[src/sv/led_dimmer_soft_ramp_current_limit_macros.svh]
// Assertion macros shared by the LED dimmer RTL.
`ifndef LED_DIMMER_SOFT_RAMP_CURRENT_LIMIT_MACROS_SVH
`define LED_DIMMER_SOFT_RAMP_CURRENT_LIMIT_MACROS_SVH

`ifndef NO_ASSERTIONS
`define LDSR_ASSERT(label, clk, rst, prop, msg) \
  label: assert property (@(posedge clk) disable iff (rst) (prop)) else $error(msg);
`define LDSR_ASSERT_NEXT(label, clk, rst, ante, cons, msg) \
  label: assert property (@(posedge clk) disable iff (rst) (ante) |=> (cons)) else $error(msg);
`else
`define LDSR_ASSERT(label, clk, rst, prop, msg)
`define LDSR_ASSERT_NEXT(label, clk, rst, ante, cons, msg)
`endif

`endif

[src/sv/ldsr_pkg.sv]
// Types, constants and helper functions of the LED dimmer.
`timescale 1ns / 1ps

package ldsr_pkg;

  localparam logic       ACTION_TICK         = 1'b0;
  localparam logic       ACTION_SET_LEVEL    = 1'b1;

  localparam logic [1:0] CFG_ON_LEVEL        = 2'd0;
  localparam logic [1:0] CFG_RAMP_PERIOD     = 2'd1;
  localparam logic [1:0] CFG_CURRENT_LIMIT   = 2'd2;

  localparam logic [6:0]  BUTTON_SAMPLE_TICKS = 7'd100;
  localparam logic [6:0]  LEVEL_MAX           = 7'd100;
  localparam logic [6:0]  ON_LEVEL_RESET      = 7'd50;
  localparam logic [15:0] RAMP_PERIOD_RESET   = 16'd10;
  localparam logic [15:0] CURRENT_LIMIT_RESET = 16'd4950;

  // ceil(2^26 / 25): exact quotient by 25 for any 21-bit dividend.
  localparam logic [21:0] RECIP_25            = 22'd2684355;

  typedef struct packed {
    logic        action;
    logic        button_pin;
    logic [15:0] measured_current_ma;
    logic [7:0]  level_value;
  } tick_item_t;

  typedef struct packed {
    logic [15:0] pwm_code;
    logic [6:0]  ramp_level;
    logic [6:0]  target_level;
    logic        lamp_on;
  } result_item_t;

  typedef struct packed {
    logic [6:0]  on_level;
    logic [15:0] ramp_period_ticks;
    logic [15:0] current_limit_ma;
  } cfg_t;

  function automatic logic [6:0] clip_level(input logic [7:0] value);
    return (value > {1'b0, LEVEL_MAX}) ? LEVEL_MAX : value[6:0];
  endfunction

  // Computes level * 65535 / 100 as ((level * 65535) / 4) / 25.
  function automatic logic [15:0] pwm_of(input logic [6:0] level);
    logic [22:0] scaled;
    logic [20:0] quarter;
    logic [42:0] prod;
    scaled  = {level, 16'b0} - {16'b0, level};
    quarter = scaled[22:2];
    prod    = {22'b0, quarter} * {21'b0, RECIP_25};
    return prod[41:26];
  endfunction

endpackage

[src/sv/led_dimmer_soft_ramp_current_limit.sv]
// Top level of the LED dimmer with soft ramp and current limit.
//
// Usage: tick_data carries one item per transfer (tick_valid high, tick_stall
// low). A tick item stands for one millisecond and brings the button pin and
// the measured LED current; a set-level item sets the target directly.
// Every accepted item yields exactly one result on result_data, transferred
// when result_valid is high and result_stall is low. The result gives the
// PWM code, ramp level, target level and lamp flag after that item.
// Configuration writes use cfg_valid, cfg_ready, cfg_index and cfg_data and
// are made while no item is in flight; cfg_ready is always high.
// An input transfer passes through the input register and then the result
// buffer before its result can be transferred. One item per cycle is
// sustained while the result buffer is not full, set by the single state
// update between the input register and the two-entry result buffer.
// Reset clears all timers and levels and loads the register defaults.
// When the receiver stalls, the result buffer absorbs two results and then
// tick_stall rises until a result is taken.
`timescale 1ns / 1ps

module led_dimmer_soft_ramp_current_limit (
  input  logic                   clk,
  input  logic                   rst,
  input  logic                   tick_valid,
  output logic                   tick_stall,
  input  ldsr_pkg::tick_item_t   tick_data,
  output logic                   result_valid,
  input  logic                   result_stall,
  output ldsr_pkg::result_item_t result_data,
  input  logic                   cfg_valid,
  output logic                   cfg_ready,
  input  logic [1:0]             cfg_index,
  input  logic [15:0]            cfg_data
);
  import ldsr_pkg::*;

  cfg_t         cfg;
  logic         buf_full;
  logic         res_valid;
  result_item_t res_data;

  ldsr_cfg_regs u_cfg_regs (
    .clk       (clk),
    .rst       (rst),
    .cfg_valid (cfg_valid),
    .cfg_ready (cfg_ready),
    .cfg_index (cfg_index),
    .cfg_data  (cfg_data),
    .cfg       (cfg)
  );

  ldsr_core u_core (
    .clk        (clk),
    .rst        (rst),
    .cfg        (cfg),
    .tick_valid (tick_valid),
    .tick_stall (tick_stall),
    .tick_data  (tick_data),
    .buf_full   (buf_full),
    .res_valid  (res_valid),
    .res_data   (res_data)
  );

  ldsr_out_buf u_out_buf (
    .clk          (clk),
    .rst          (rst),
    .wr_en        (res_valid),
    .wr_data      (res_data),
    .full         (buf_full),
    .result_valid (result_valid),
    .result_stall (result_stall),
    .result_data  (result_data)
  );

endmodule

[src/sv/ldsr_cfg_regs.sv]
// Configuration registers of the LED dimmer.
`timescale 1ns / 1ps

module ldsr_cfg_regs (
  input  logic           clk,
  input  logic           rst,
  input  logic           cfg_valid,
  output logic           cfg_ready,
  input  logic [1:0]     cfg_index,
  input  logic [15:0]    cfg_data,
  output ldsr_pkg::cfg_t cfg
);
  import ldsr_pkg::*;

  assign cfg_ready = 1'b1;

  always_ff @(posedge clk) begin
    if (rst) begin
      cfg.on_level          <= ON_LEVEL_RESET;
      cfg.ramp_period_ticks <= RAMP_PERIOD_RESET;
      cfg.current_limit_ma  <= CURRENT_LIMIT_RESET;
    end else if (cfg_valid && cfg_ready) begin
      case (cfg_index)
        CFG_ON_LEVEL:      cfg.on_level          <= cfg_data[6:0];
        CFG_RAMP_PERIOD:   cfg.ramp_period_ticks <= cfg_data;
        CFG_CURRENT_LIMIT: cfg.current_limit_ma  <= cfg_data;
        default: ;
      endcase
    end
  end

endmodule

[src/sv/ldsr_core.sv]
// Input register and per-item state update of the LED dimmer.
`timescale 1ns / 1ps
`include "led_dimmer_soft_ramp_current_limit_macros.svh"

module ldsr_core (
  input  logic                   clk,
  input  logic                   rst,
  input  ldsr_pkg::cfg_t         cfg,
  input  logic                   tick_valid,
  output logic                   tick_stall,
  input  ldsr_pkg::tick_item_t   tick_data,
  input  logic                   buf_full,
  output logic                   res_valid,
  output ldsr_pkg::result_item_t res_data
);
  import ldsr_pkg::*;

  logic        hold_valid;
  tick_item_t  hold;
  logic        advance;

  logic [6:0]  sample_timer, sample_timer_next;
  logic [15:0] ramp_timer, ramp_timer_next;
  logic        last_pin, last_pin_next;
  logic        lamp_flag, lamp_flag_next;
  logic [6:0]  target_store, target_store_next;
  logic [6:0]  ramp_store, ramp_store_next;
  logic [15:0] pwm_store, pwm_store_next;
  logic [6:0]  sample_inc;
  logic [16:0] ramp_inc;

  assign advance    = hold_valid && !buf_full;
  assign tick_stall = hold_valid && buf_full;

  always_ff @(posedge clk) begin
    if (rst) begin
      hold_valid <= 1'b0;
    end else if (tick_valid && !tick_stall) begin
      hold_valid <= 1'b1;
    end else if (advance) begin
      hold_valid <= 1'b0;
    end
  end

  always_ff @(posedge clk) begin
    if (tick_valid && !tick_stall) begin
      hold <= tick_data;
    end
  end

  assign sample_inc = sample_timer + 7'd1;
  assign ramp_inc   = {1'b0, ramp_timer} + 17'd1;

  // The button is sampled first; the ramp step then sees the new target.
  always_comb begin
    sample_timer_next = sample_timer;
    ramp_timer_next   = ramp_timer;
    last_pin_next     = last_pin;
    lamp_flag_next    = lamp_flag;
    target_store_next = target_store;
    ramp_store_next   = ramp_store;
    pwm_store_next    = pwm_store;
    if (advance) begin
      case (hold.action)
        ACTION_TICK: begin
          if (sample_inc >= BUTTON_SAMPLE_TICKS) begin
            sample_timer_next = '0;
            if (hold.button_pin != last_pin) begin
              last_pin_next = hold.button_pin;
              if (!hold.button_pin) begin
                lamp_flag_next    = 1'b1;
                target_store_next = clip_level({1'b0, cfg.on_level});
              end else begin
                lamp_flag_next    = 1'b0;
                target_store_next = '0;
              end
            end
          end else begin
            sample_timer_next = sample_inc;
          end
          if (ramp_inc >= {1'b0, cfg.ramp_period_ticks}) begin
            ramp_timer_next = '0;
            if (ramp_store != target_store_next) begin
              if (ramp_store < target_store_next) begin
                if (hold.measured_current_ma < cfg.current_limit_ma) begin
                  ramp_store_next = ramp_store + 7'd1;
                end else if (hold.measured_current_ma > cfg.current_limit_ma) begin
                  if (ramp_store != 7'd0) begin
                    ramp_store_next = ramp_store - 7'd1;
                  end
                end else begin
                  target_store_next = ramp_store;
                end
              end else begin
                ramp_store_next = ramp_store - 7'd1;
              end
              pwm_store_next = pwm_of(ramp_store_next);
            end
          end else begin
            ramp_timer_next = ramp_inc[15:0];
          end
        end
        ACTION_SET_LEVEL: begin
          target_store_next = clip_level(hold.level_value);
        end
        default: ;
      endcase
    end
  end

  always_ff @(posedge clk) begin
    if (rst) begin
      sample_timer <= '0;
      ramp_timer   <= '0;
      last_pin     <= 1'b0;
      lamp_flag    <= 1'b0;
      target_store <= '0;
      ramp_store   <= '0;
      pwm_store    <= '0;
    end else begin
      sample_timer <= sample_timer_next;
      ramp_timer   <= ramp_timer_next;
      last_pin     <= last_pin_next;
      lamp_flag    <= lamp_flag_next;
      target_store <= target_store_next;
      ramp_store   <= ramp_store_next;
      pwm_store    <= pwm_store_next;
    end
  end

  assign res_valid             = advance;
  assign res_data.pwm_code     = pwm_store_next;
  assign res_data.ramp_level   = ramp_store_next;
  assign res_data.target_level = target_store_next;
  assign res_data.lamp_on      = lamp_flag_next;

  `LDSR_ASSERT(a_ramp_in_range, clk, rst, ramp_store <= LEVEL_MAX, "ramp level above 100")
  `LDSR_ASSERT(a_pwm_tracks_ramp, clk, rst, pwm_store == pwm_of(ramp_store), "pwm code stale")
  `LDSR_ASSERT_NEXT(a_ramp_holds_idle, clk, rst, !advance, $stable(ramp_store), "ramp drift")

endmodule

[src/sv/ldsr_out_buf.sv]
// Two-entry result buffer that decouples the result channel from the core.
`timescale 1ns / 1ps
`include "led_dimmer_soft_ramp_current_limit_macros.svh"

module ldsr_out_buf (
  input  logic                   clk,
  input  logic                   rst,
  input  logic                   wr_en,
  input  ldsr_pkg::result_item_t wr_data,
  output logic                   full,
  output logic                   result_valid,
  input  logic                   result_stall,
  output ldsr_pkg::result_item_t result_data
);
  import ldsr_pkg::*;

  result_item_t entry [2];
  logic         wr_ptr;
  logic         rd_ptr;
  logic [1:0]   count;
  logic         pop;

  assign result_valid = (count != 2'd0);
  assign full         = (count == 2'd2);
  assign pop          = result_valid && !result_stall;
  assign result_data  = entry[rd_ptr];

  always_ff @(posedge clk) begin
    if (wr_en) begin
      entry[wr_ptr] <= wr_data;
    end
  end

  always_ff @(posedge clk) begin
    if (rst) begin
      wr_ptr <= 1'b0;
      rd_ptr <= 1'b0;
      count  <= 2'd0;
    end else begin
      if (wr_en) begin
        wr_ptr <= !wr_ptr;
      end
      if (pop) begin
        rd_ptr <= !rd_ptr;
      end
      case ({wr_en, pop})
        2'b10:   count <= count + 2'd1;
        2'b01:   count <= count - 2'd1;
        default: count <= count;
      endcase
    end
  end

  `LDSR_ASSERT(a_no_write_when_full, clk, rst, !(wr_en && full), "write into a full result buffer")
  `LDSR_ASSERT_NEXT(a_stalled_head_kept, clk, rst, result_valid && result_stall, result_valid && $stable(rd_ptr), "stalled result lost")

endmodule

[config.mk]
export PLATFORM = sky130hd
export DESIGN_NAME = led_dimmer_soft_ramp_current_limit
export DESIGN_NICKNAME = d
export VERILOG_FILES = /design/src/sv/ldsr_pkg.sv /design/src/sv/led_dimmer_soft_ramp_current_limit.sv /design/src/sv/ldsr_cfg_regs.sv /design/src/sv/ldsr_core.sv /design/src/sv/ldsr_out_buf.sv
export VERILOG_INCLUDE_DIRS = /design/src /design/src/sv
export SDC_FILE = /design/constraint.sdc
export NUM_CORES = 1
export LEC_CHECK = 0
export BUFFER_PORTS_ARGS = -buffer_cell sky130_fd_sc_hd__buf_4
export CAP_MARGIN = 5
export CORE_MARGIN = 3
export CORE_UTILIZATION = 45
export CTS_CLUSTER_SIZE = 12
export DETAILED_ROUTE_END_ITERATION = 8
export HOLD_SLACK_MARGIN = 0.03
export PLACE_DENSITY = 0.71
export RECOVER_POWER = 50
export REMOVE_ABC_BUFFERS = 1
export SLEW_MARGIN = 20
export SYNTH_ARGS = -nofsm -noshare
export SYNTH_HDL_FRONTEND = slang
export SYNTH_HIERARCHICAL = 1
export SYNTH_SLANG_ARGS = --single-unit
[constraint.sdc]
create_clock -name clk -period 32.8 [get_ports clk]
set_clock_uncertainty 0.1 [all_clocks]
set_input_delay 6.56 -clock clk [delete_from_list [all_inputs] [get_ports clk]]
set_output_delay 6.56 -clock clk [all_outputs]
set_load 0.05 [all_outputs]
==> results of run 1 <==
## sequential cells by signal (all words and copies together), names as in the netlist, 2 cells and up, named ones only
name / flops
u_out_buf/entry: 62
u_cfg_regs/cfg: 39
u_core/hold: 26
u_core/pwm_store: 16
u_core/ramp_timer: 16
u_core/ramp_store: 7
u_core/sample_timer: 7
u_core/target_store: 7
u_out_buf/count: 2
## per-layer routing
layer,track usage [%],vias up,wire length (um)
met4,4.92,0,705
met5,0,-,0
met2,31.9,299,17700
li1,-,5814,-
met1,29.3,5879,18800
met3,2.84,40,2060
## cells in the mapped netlist (9+ instances only)
cell type / number / area (sq um)
inv_1: 296 / 1110
ha_1: 252 / 3150
fa_1: 147 / 2940
dfxtp_1: 100 / 2000
nor2_1: 91 / 342
edfxtp_1: 88 / 2640
a21oi_1: 72 / 360
nand2_1: 60 / 225
nand2b_1: 52 / 325
mux2_2: 45 / 507
o21ai_0: 45 / 225
mux2i_1: 44 / 440
nand3_1: 34 / 170
xnor2_1: 30 / 263
clkbuf_1: 28 / 105
nor2b_1: 28 / 175
a21o_1: 25 / 188
xor2_1: 18 / 158
and3_1: 16 / 100
nor3_1: 16 / 80.1
a211oi_1: 15 / 113
nand4_1: 14 / 87.6
nand3b_1: 11 / 82.6
a31oi_1: 9 / 56.3
## cells by family after synthesis
family                   count (synthesis)
adder cells (fa/ha/maj)                399
XOR/XNOR                                48
buffers and inverters                  340
multiplexers                            89
flip-flops                             188
AND/OR/NAND/NOR                        369
AO/OA/AOI/OAI                          242
other                                    1
## worst paths after layout
path	from	to	slack (ns)	depth (start not counted)
setup / recovery	u_core/sample_timer[0]$_SDFFE_PP0P_	u_out_buf/entry[0][30]$_DFFE_PP_	18.33	42
hold / removal	u_cfg_regs/cfg[24]$_SDFFE_PP0P_	u_cfg_regs/cfg[24]$_SDFFE_PP0P_	0.37	2
setup reg to reg	u_core/sample_timer[0]$_SDFFE_PP0P_	u_out_buf/entry[0][30]$_DFFE_PP_	18.33	42
hold reg to reg	u_cfg_regs/cfg[24]$_SDFFE_PP0P_	u_cfg_regs/cfg[24]$_SDFFE_PP0P_	0.37	2
## placed cells by master (no fill, tap or decap), types with 36 or more instances in the layout
cell type,synthesis,layout
a21oi_1,72,72
nand2b_1,52,52
o21ai_0,45,45
nand2_1,60,60
dfxtp_1,100,99
fa_1,147,147
edfxtp_1,88,88
nor2_1,91,91
buf_4,2,58
ha_1,252,252
mux2i_1,44,44
mux2_2,45,41
inv_1,296,296
nand3_1,34,36
## metrics by stage
| step | hold WS [ns] | area [sq um] |
|---|---|---|
| floorplan | 0.333 | 16800 |
| global route | 0.399 | 18600 |
| finish | 0.374 | 18600 |
| detailed placement | 0.365 | 18100 |
| CTS | 0.379 | 18700 |
| global placement | 0.349 | 18100 |
## area by class of cell
class	instances	area, sq um	share of cell area [%]
repair buffers	88	634	3.41
inverters	297	1110	5.98
well taps	504	631	3.39
clock buffers	18	429	2.30
multi-input cells	1148	11000	59.1
clock inverters	14	163	0.873
flip-flops and latches	188	4650	24.9
## critical path: cells and delay by family (launching register included)
| kind | cells | cell delay [ns] |
|---|---|---|
| XOR/XNOR | 3 | 0.82 |
| AO/OA/AOI/OAI | 13 | 3.26 |
| adder cells (fa/ha/maj) | 10 | 4.13 |
| flip-flops | 1 | 0.41 |
| buffers and inverters | 5 | 0.70 |
| AND/OR/NAND/NOR | 11 | 4.86 |
==> impl_metrics.py, run 1 <==
metrics = {
    "sta": {
        "final_max_slew_viol_count": 129,
        "fin_crit_ns": 14.47,
        "tightest_slew_ns": 3.07,
        "rsz0062_at_grt": "no",
        "min_period_over_period_pct": 44.1,
        "fin_tns_setup_ns": 0,
        "hold_violations": 0,
        "max_freq_mhz": 69.1,
        "fin_ws_ns": 18.33,
        "finalSetupViolations": 0,
        "max_slew_margin_pct": -105,
    },
    "synthesis": {
        "synth_top_family_by_area": "adder cells",
        "synth_fa_ha_area_share_pct": 35.9,
        "synthArstFlopShare_pct": 0,
        "ys.flop_type": "dfxtp_1",
        "yosysWarnings": 6,
        "synth_cell_types": 80,
        "seq_area_frac_synth_pct": 27.3,
        "synth_mux_area_share_pct": 5.57,
        "yosys.area_share.simple_pct": 11.7,
        "postSynthAreaPerCell_sq_um": 10.1,
        "syn-instance-count": 1676,
        "synth_compound_area_share_pct": 9.24,
        "synthXorXnorAreaFrac_pct": 2.47,
        "synth_area_sq_um": 17000,
        "synth_edf_count": 88,
        "synth_seq_cells": 188,
    },
    "route": {
        "drtAntennaViolNets": 0,
        "detail_route.wl_per_cell_um": 17.4,
        "drc": 0,
        "wirelength_um": 39300,
        "first_pass_iters": 5,
        "drtIter0Drc": 925,
        "viasPerCell": 5.33,
        "vias": 12032,
    },
    "final_layout": {
        "utilization_pct": 50.4,
        "n_antenna_cell": 0,
        "drive_above_1_share_pct": 10.2,
        "fin_nets": 2188,
        "areaGrowthSynthToFinish_pct": 9.58,
        "final_cells": 2257,
        "fill_cells": 3372,
    },
    "placed_design": {
        "gp_congestion": 0.961,
        "dp_slack_ns": 19.02,
        "port_buffers": 81,
        "dp.final_hpwl_um": 32100,
        "dp.cells": 2225,
    },
    "worst_setup_path": {
        "crit_arrival_ns": 14.63,
        "path_max_fanout": 25,
        "crit_slowest_cell": "nor3_1",
        "end_kind": "register",
        "worst_setup_path_start_kind": "register",
        "worstSetupPathType": "register to register",
        "slowest_delay_ns": 0.98,
        "crit_required_ns": 32.96,
    },
    "clock_network": {
        "clkLatencyLatePin_ns": 0.44,
        "cts_tree": "yes",
        "hold_buffers": 0,
        "cts_sinks": 188,
        "cts_setup_buffers": 0,
        "cts_buffers": 17,
        "clockBufferDepth": 2,
        "path_clk_slew_ns": 0.07,
        "htree_levels": 4,
        "cts_resized": 0,
        "cts_root_buf": "clkbuf_16",
    },
    "floorplan": {
        "core_area_sq_um": 37000,
        "die_h_um": 200,
        "die-width_um": 200,
        "io_pins": 83,
        "initial_core_util_pct": 46.0,
        "rows": 70,
        "die-area_sq_um": 40100,
    },
    "global_routing": {
        "antenna_found_initial": 0,
        "gr-usage-all-layers_pct": 20.1,
        "grt_max_degree": 88,
        "grt-ovfl-total": 0,
        "grt_pass1_vias": 12574,
        "grt_pass1_wl_um": 65400,
    },
    "status": {
        "violations": "capacitance limit, slew limit",
        "status": "finished with violations",
    },
    "hold_path": {
        "hp-class": "register to register",
    },
    "job": {
        "maxCapViolCount": 4,
    },
}
Power of run 1 is left out: the tool's default activity adds up to more than one toggle a clock period on the data nets, which glitch-free logic cannot reach.
==> run 2, diff against run 1 <==
--- a/config.mk
+++ b/config.mk
@@ -6,6 +6,7 @@
 export SDC_FILE = /design/constraint.sdc
 export NUM_CORES = 1
 export LEC_CHECK = 0
+export ABC_AREA = 1
 export BUFFER_PORTS_ARGS = -buffer_cell sky130_fd_sc_hd__buf_4
 export CAP_MARGIN = 5
 export CORE_MARGIN = 3
@@ -13,7 +14,7 @@
 export CTS_CLUSTER_SIZE = 12
 export DETAILED_ROUTE_END_ITERATION = 8
 export HOLD_SLACK_MARGIN = 0.03
-export PLACE_DENSITY = 0.71
+export PLACE_DENSITY = 0.7
 export RECOVER_POWER = 50
 export REMOVE_ABC_BUFFERS = 1
 export SLEW_MARGIN = 20
==> constraint.sdc (replaced) <==
create_clock -name clk -period 15.2 [get_ports clk]
set_clock_uncertainty 0.1 [all_clocks]
set_input_delay 3.04 -clock clk [delete_from_list [all_inputs] [get_ports clk]]
set_output_delay 3.04 -clock clk [all_outputs]
set_load 0.05 [all_outputs]
==> run 2 against run 1 <==
Compared with the run above:
- the run still ends with capacitance limit, slew limit left
- final area rose by 2.6%
- via count increased by 8.9%
- critical path depth increased by 12
- flip-flop and latch count is the same
- area after synthesis up 2.7%
- setup slack got worse by 14 ns
- routed wire length up 5.2%
- non-clock buffer count down 1
- core utilization barely moved
- sequential share of layout area fell by 0.65 points
- fmax up 33%
==> impl_metrics.py, run 2 <==
metrics = {
    "status": {
        "violations": "capacitance limit, slew limit",
        "status": "finished with violations",
    },
    "worst_setup_path": {
        "end_kind": "register",
        "worstSetupPathType": "register to register",
        "crit_arrival_ns": 10.97,
        "crit_required_ns": 15.28,
        "path_max_fanout": 25,
        "slowest_delay_ns": 0.55,
        "cpMostUsedCell": "inv_1",
        "worst_setup_path_start_kind": "register",
        "crit_slowest_cell": "fa_1",
    },
    "sta": {
        "finalSetupViolations": 0,
        "fin_tns_setup_ns": 0,
        "hold_violations": 0,
        "max_slew_margin_pct": -96.4,
        "rsz0062_at_grt": "no",
        "max_freq_mhz": 91.9,
        "final_max_slew_viol_count": 120,
        "fin_crit_ns": 10.88,
        "min_period_over_period_pct": 71.6,
        "fin_ws_ns": 4.32,
        "tightest_slew_ns": 2.95,
    },
    "synthesis": {
        "yosysMostFrequentCell": "inv_1",
        "synthArstFlopShare_pct": 0,
        "yosysWarnings": 6,
        "syn-instance-count": 1993,
        "yosys.area.top_type": "ha_1",
        "synth_cell_types": 60,
        "synth_top_area_share_pct": 18.1,
        "synth_area_sq_um": 17500,
        "synth_common_cells": "inv_1 (430), nand2_1 (342), ha_1 (252)",
        "postSynthAreaPerCell_sq_um": 8.76,
        "seq_area_frac_synth_pct": 26.6,
        "synth_edf_count": 88,
        "synth_seq_cells": 188,
        "synth.area.top_cells": "ha_1 (18%), fa_1 (17%), edfxtp_1 (15%)",
        "ys.flop_type": "dfxtp_1",
    },
    "global_routing": {
        "grt-ovfl-total": 0,
        "grt_max_degree": 60,
        "gr-usage-all-layers_pct": 20.6,
        "grt_pass1_wl_um": 67700,
        "antenna_found_initial": 0,
        "grt_pass1_vias": 13388,
    },
    "floorplan": {
        "initial_core_util_pct": 46.0,
        "die-width_um": 203,
        "die_h_um": 203,
        "die-area_sq_um": 41200,
        "io_pins": 83,
        "rows": 71,
        "core_area_sq_um": 37900,
    },
    "clock_network": {
        "clockBufferDepth": 2,
        "cts_setup_buffers": 0,
        "path_clk_slew_ns": 0.07,
        "cts_root_buf": "clkbuf_16",
        "cts_buffers": 17,
        "clkLatencyLatePin_ns": 0.43,
        "cts_tree": "yes",
        "cts_sinks": 188,
        "hold_buffers": 0,
        "htree_levels": 4,
        "cts_resized": 0,
    },
    "final_layout": {
        "largestRegisters": "u_out_buf/entry (62), u_cfg_regs/cfg (39), u_core/hold (26)",
        "n_antenna_cell": 0,
        "top_register": "u_out_buf/entry",
        "final_cell_mix": "inv_1 (431), nand2_1 (342), ha_1 (252)",
        "fin_area_sq_um": 19100,
        "final_common_cell": "inv_1",
        "largest_register_ff_count": 62,
        "drive_above_1_share_pct": 10.6,
        "fill_cells": 3557,
        "fin_nets": 2514,
        "areaGrowthSynthToFinish_pct": 9.54,
    },
    "route": {
        "viasPerCell": 5.06,
        "detail_route.wl_per_cell_um": 16.0,
        "drtIter0Drc": 660,
        "drtAntennaViolNets": 0,
        "drc": 0,
        "wirelength_um": 41400,
        "first_pass_iters": 5,
        "vias": 13104,
    },
    "hold_path": {
        "hp-class": "register to register",
    },
    "placed_design": {
        "dp.final_hpwl_um": 34300,
        "place_area_sq_um": 18500,
        "dp_slack_ns": 4.36,
        "gp_congestion": 0.925,
        "port_buffers": 81,
    },
    "job": {
        "maxCapViolCount": 3,
    },
}
run 2: changes by cell type after synthesis, moves of 39 or more:
cell / previous run / this run
nand2_1: 60 / 342
nor2_1: 91 / 147
nand3_1: 34 / 73
inv_1: 296 / 430
mux2i_1: 44 / 0
nand2b_1: 52 / 0
run 2: path summary, 6_finish.rpt:
check	startpoint	endpoint	slack (ns)	cells after the start
worst max register to register	u_core/sample_timer[0]$_SDFFE_PP0P_	u_out_buf/entry[0][27]$_DFFE_PP_	4.32	54
worst max-delay path	u_core/sample_timer[0]$_SDFFE_PP0P_	u_out_buf/entry[0][27]$_DFFE_PP_	4.32	54
worst min register to register	u_core/last_pin$_SDFFE_PP0P_	u_core/last_pin$_SDFFE_PP0P_	0.37	2
worst min-delay path	u_core/last_pin$_SDFFE_PP0P_	u_core/last_pin$_SDFFE_PP0P_	0.37	2
run 2: stage by stage:
| step | cells | util (%) | hold slack [ns] |
|---|---|---|---|
| 6_report | 2590 | 50.4 | 0.375 |
| 5_1_grt | 2590 | 50.4 | 0.400 |
| 4_1_cts | 2590 | 50.5 | 0.376 |
| 3_5_place_dp | 2558 | 48.9 | 0.358 |
| 3_3_place_gp | 2558 | 48.9 | 0.349 |
| 2_1_floorplan | 1960 | - | 0.329 |
run 2: metal layers:
layer  wire length [um]  vias up  GRT usage [%]
met5                  0        -              0
met4                868        0           5.12
met3               2430       45           3.88
met2              19800      343           34.2
met1              18300     6281           27.8
li1                   -     6435              -
run 2: cell families after synthesis:
kind of cell,synth area share (%)
xor gates and xnor gates,2.39
AOI/OAI and AO/OA,6.50
and+or+nand+nor,16.7
adders and majority gates,34.9
DFF,26.6
other,0.0215
buffers and inverters,10.8
muxes,2.00
run 2: layout make-up:
cell class | count | area, sq um | area share, %
clock inverters | 7 | 72.6 | 0.380
well taps | 511 | 639 | 3.34
repair buffers | 87 | 634 | 3.32
flip-flops and latches | 188 | 4640 | 24.3
clock buffers | 25 | 529 | 2.77
multi-input cells | 1328 | 10900 | 57.2
inverters | 444 | 1670 | 8.75
run 2: critical path: cells and delay by family, from the launching register on:
family / cells / cell delay (ns)
xor gates and xnor gates: 1 / 0.17
DFF: 1 / 0.37
AOI/OAI and AO/OA: 5 / 0.83
and+or+nand+nor: 25 / 3.47
adders and majority gates: 10 / 3.92
buffers and inverters: 13 / 1.74
Power of run 2 is left out for the same reason.
==> run 3, diff against run 2 <==
--- a/config.mk
+++ b/config.mk
@@ -6,7 +6,7 @@
 export SDC_FILE = /design/constraint.sdc
 export NUM_CORES = 1
 export LEC_CHECK = 0
-export ABC_AREA = 1
+export ABC_AREA = 0
 export BUFFER_PORTS_ARGS = -buffer_cell sky130_fd_sc_hd__buf_4
 export CAP_MARGIN = 5
 export CORE_MARGIN = 3
@@ -14,7 +14,7 @@
 export CTS_CLUSTER_SIZE = 12
 export DETAILED_ROUTE_END_ITERATION = 8
 export HOLD_SLACK_MARGIN = 0.03
-export PLACE_DENSITY = 0.7
+export PLACE_DENSITY = 0.73
 export RECOVER_POWER = 50
 export REMOVE_ABC_BUFFERS = 1
 export SLEW_MARGIN = 20
==> constraint.sdc (replaced) <==
create_clock -name clk -period 9.71 [get_ports clk]
set_clock_uncertainty 0.1 [all_clocks]
set_input_delay 1.942 -clock clk [delete_from_list [all_inputs] [get_ports clk]]
set_output_delay 1.942 -clock clk [all_outputs]
set_load 0.05 [all_outputs]
==> run 3 against run 2 <==
Compared with the run above:
- the flow finishes with violations (setup timing)
- core utilization increased by 8.1 points
- routed wire length increased by 7.5%
- fmax increased by 2.9%
- register-to-register slack got worse by 5.2 ns
- setup slack got worse by 5.2 ns
==> impl_metrics.py, run 3 (synthesis gave the netlist of run 1 again) <==
metrics = {
    "final_layout": {
        "fill_cells": 3094,
        "final_cell_mix": "buf_4 (299), inv_1 (291), ha_1 (230)",
        "drive_above_1_share_pct": 28.2,
        "areaGrowthSynthToFinish_pct": 27.2,
        "fin_nets": 2442,
        "largestRegisters": "u_out_buf/entry (62), u_cfg_regs/cfg (39), u_core/hold (26)",
        "n_antenna_cell": 0,
        "largest_register_ff_count": 62,
        "top_register": "u_out_buf/entry",
        "final_common_cell": "buf_4",
    },
    "clock_network": {
        "htree_levels": 4,
        "cts_tree": "yes",
        "cts_root_buf": "clkbuf_16",
        "path_clk_slew_ns": 0.07,
        "clockBufferDepth": 2,
        "cts_buffers": 17,
        "clkLatencyLatePin_ns": 0.44,
        "cts_sinks": 188,
    },
    "floorplan": {
        "core_area_sq_um": 37000,
        "initial_core_util_pct": 46.0,
        "die_h_um": 200,
        "die-width_um": 200,
        "die-area_sq_um": 40100,
        "io_pins": 83,
        "rows": 70,
    },
    "sta": {
        "max_freq_mhz": 94.5,
        "finalSetupViolations": 48,
        "max_slew_margin_pct": 30.1,
        "fin_crit_ns": 10.58,
        "fin_ws_ns": -0.871,
        "final_max_slew_viol_count": 0,
        "rsz0062_at_grt": "yes",
        "tightest_slew_ns": 1.05,
        "fin_tns_setup_ns": -27.15,
        "min_period_over_period_pct": 109,
        "hold_violations": 0,
        "fin_hold_ws_ns": 0.378,
    },
    "route": {
        "first_pass_iters": 4,
        "drc": 0,
        "drtIter0Drc": 838,
        "viasPerCell": 5.19,
        "wirelength_um": 44500,
        "drtAntennaViolNets": 0,
        "detail_route.wl_per_cell_um": 17.7,
        "vias": 13041,
    },
    "global_routing": {
        "gr-usage-all-layers_pct": 22.1,
        "grt-ovfl-total": 0,
        "grt_max_degree": 87,
        "grt_pass1_wl_um": 71800,
        "grt_pass1_vias": 13787,
        "antenna_found_initial": 0,
    },
    "worst_setup_path": {
        "crit_slowest_cell": "fa_1",
        "r2r_slack_ns": -0.87,
        "r2r_cells": 42,
        "r2r-start": "u_core/sample_timer[1]$_SDFFE_PP0P_",
        "crit_arrival_ns": 10.77,
        "slowest_delay_ns": 0.56,
        "path_max_fanout": 8,
        "end_kind": "register",
        "worstSetupPathType": "register to register",
        "worst_setup_path_start_kind": "register",
        "crit_required_ns": 9.89,
        "r2r-end": "u_out_buf/entry[0][30]$_DFFE_PP_",
        "cpMostUsedCell": "fa_1",
    },
    "placed_design": {
        "gp_congestion": 0.942,
        "port_buffers": 81,
        "dp_slack_ns": -1.53,
        "dp.final_hpwl_um": 34400,
    },
    "status": {
        "status": "finished with violations",
        "violations": "setup timing",
    },
    "hold_path": {
        "hold_start": "u_cfg_regs/cfg[31]$_SDFFE_PP0P_",
        "hp-class": "register to register",
        "whs_endpoint": "u_cfg_regs/cfg[31]$_SDFFE_PP0P_",
        "whs_path_depth": 2,
    },
    "job": {
        "maxCapViolCount": 0,
    },
}
run 3: worst max-delay path by stage:
stage / slack (ns) / from / endpoint
2_1_floorplan: -1.76 / u_core/sample_timer[0]$_SDFFE_PP0P_ / u_out_buf/entry[0][30]$_DFFE_PP_
3_3_place_gp: -1.41 / u_core/sample_timer[0]$_SDFFE_PP0P_ / u_out_buf/entry[0][30]$_DFFE_PP_
3_5_place_dp: -1.53 / u_core/sample_timer[0]$_SDFFE_PP0P_ / u_out_buf/entry[0][30]$_DFFE_PP_
4_1_cts: -0.66 / u_core/sample_timer[1]$_SDFFE_PP0P_ / u_out_buf/entry[0][30]$_DFFE_PP_
5_1_grt: -1.27 / u_core/sample_timer[1]$_SDFFE_PP0P_ / u_out_buf/entry[0][30]$_DFFE_PP_
6_report: -0.87 / u_core/sample_timer[1]$_SDFFE_PP0P_ / u_out_buf/entry[0][30]$_DFFE_PP_
run 3: routing by layer:
metal	vias up	part of all wire (%)	global-route usage, %
met5	-	0	0
met4	0	1.4	5.12
met3	44	4.0	2.24
met2	299	48	37.1
met1	6409	47	31.0
li1	6289	-	-
run 3: critical path, delay by kind of cell, from the launching register on:
family | cells | cell delay [ns]
flops | 1 | 0.34
fa+ha+maj | 9 | 3.95
compound gates | 13 | 2.69
xor+xnor | 1 | 0.11
simple gates | 10 | 2.24
buf+inv | 9 | 0.97
run 3: cell type report:
type / instances / area [sq um] / share of cell area, %
Timing Repair Buffer: 342 / 2610 / 12.1
Multi-Input combinational cell: 1148 / 12000 / 55.4
Sequential cell: 188 / 4650 / 21.5
Inverter: 297 / 1110 / 5.15
Clock inverter: 14 / 209 / 0.966
Clock buffer: 18 / 429 / 1.98
Tap cell: 504 / 631 / 2.92
run 3: what timing repair did:
item / 4_1_cts / 5_1_grt
gates cloned: 0 / 0
pin swaps: 65 / 37
setup endpoints to repair: 48 / 48
hold buffers: 0 / 0
buffers inserted: 19 / 12
resized for setup: 136 / 60
run 3: stage by stage:
step / utilization (%) / instance area, sq um / instances
6_report: 58.5 / 21600 / 2511
5_1_grt: 58.5 / 21600 / 2511
3_3_place_gp: 53.6 / 19800 / 2455
3_5_place_dp: 53.6 / 19800 / 2455
4_1_cts: 57.6 / 21300 / 2505
2_1_floorplan: - / 16800 / 1633
Power of run 3 is left out for the same reason.
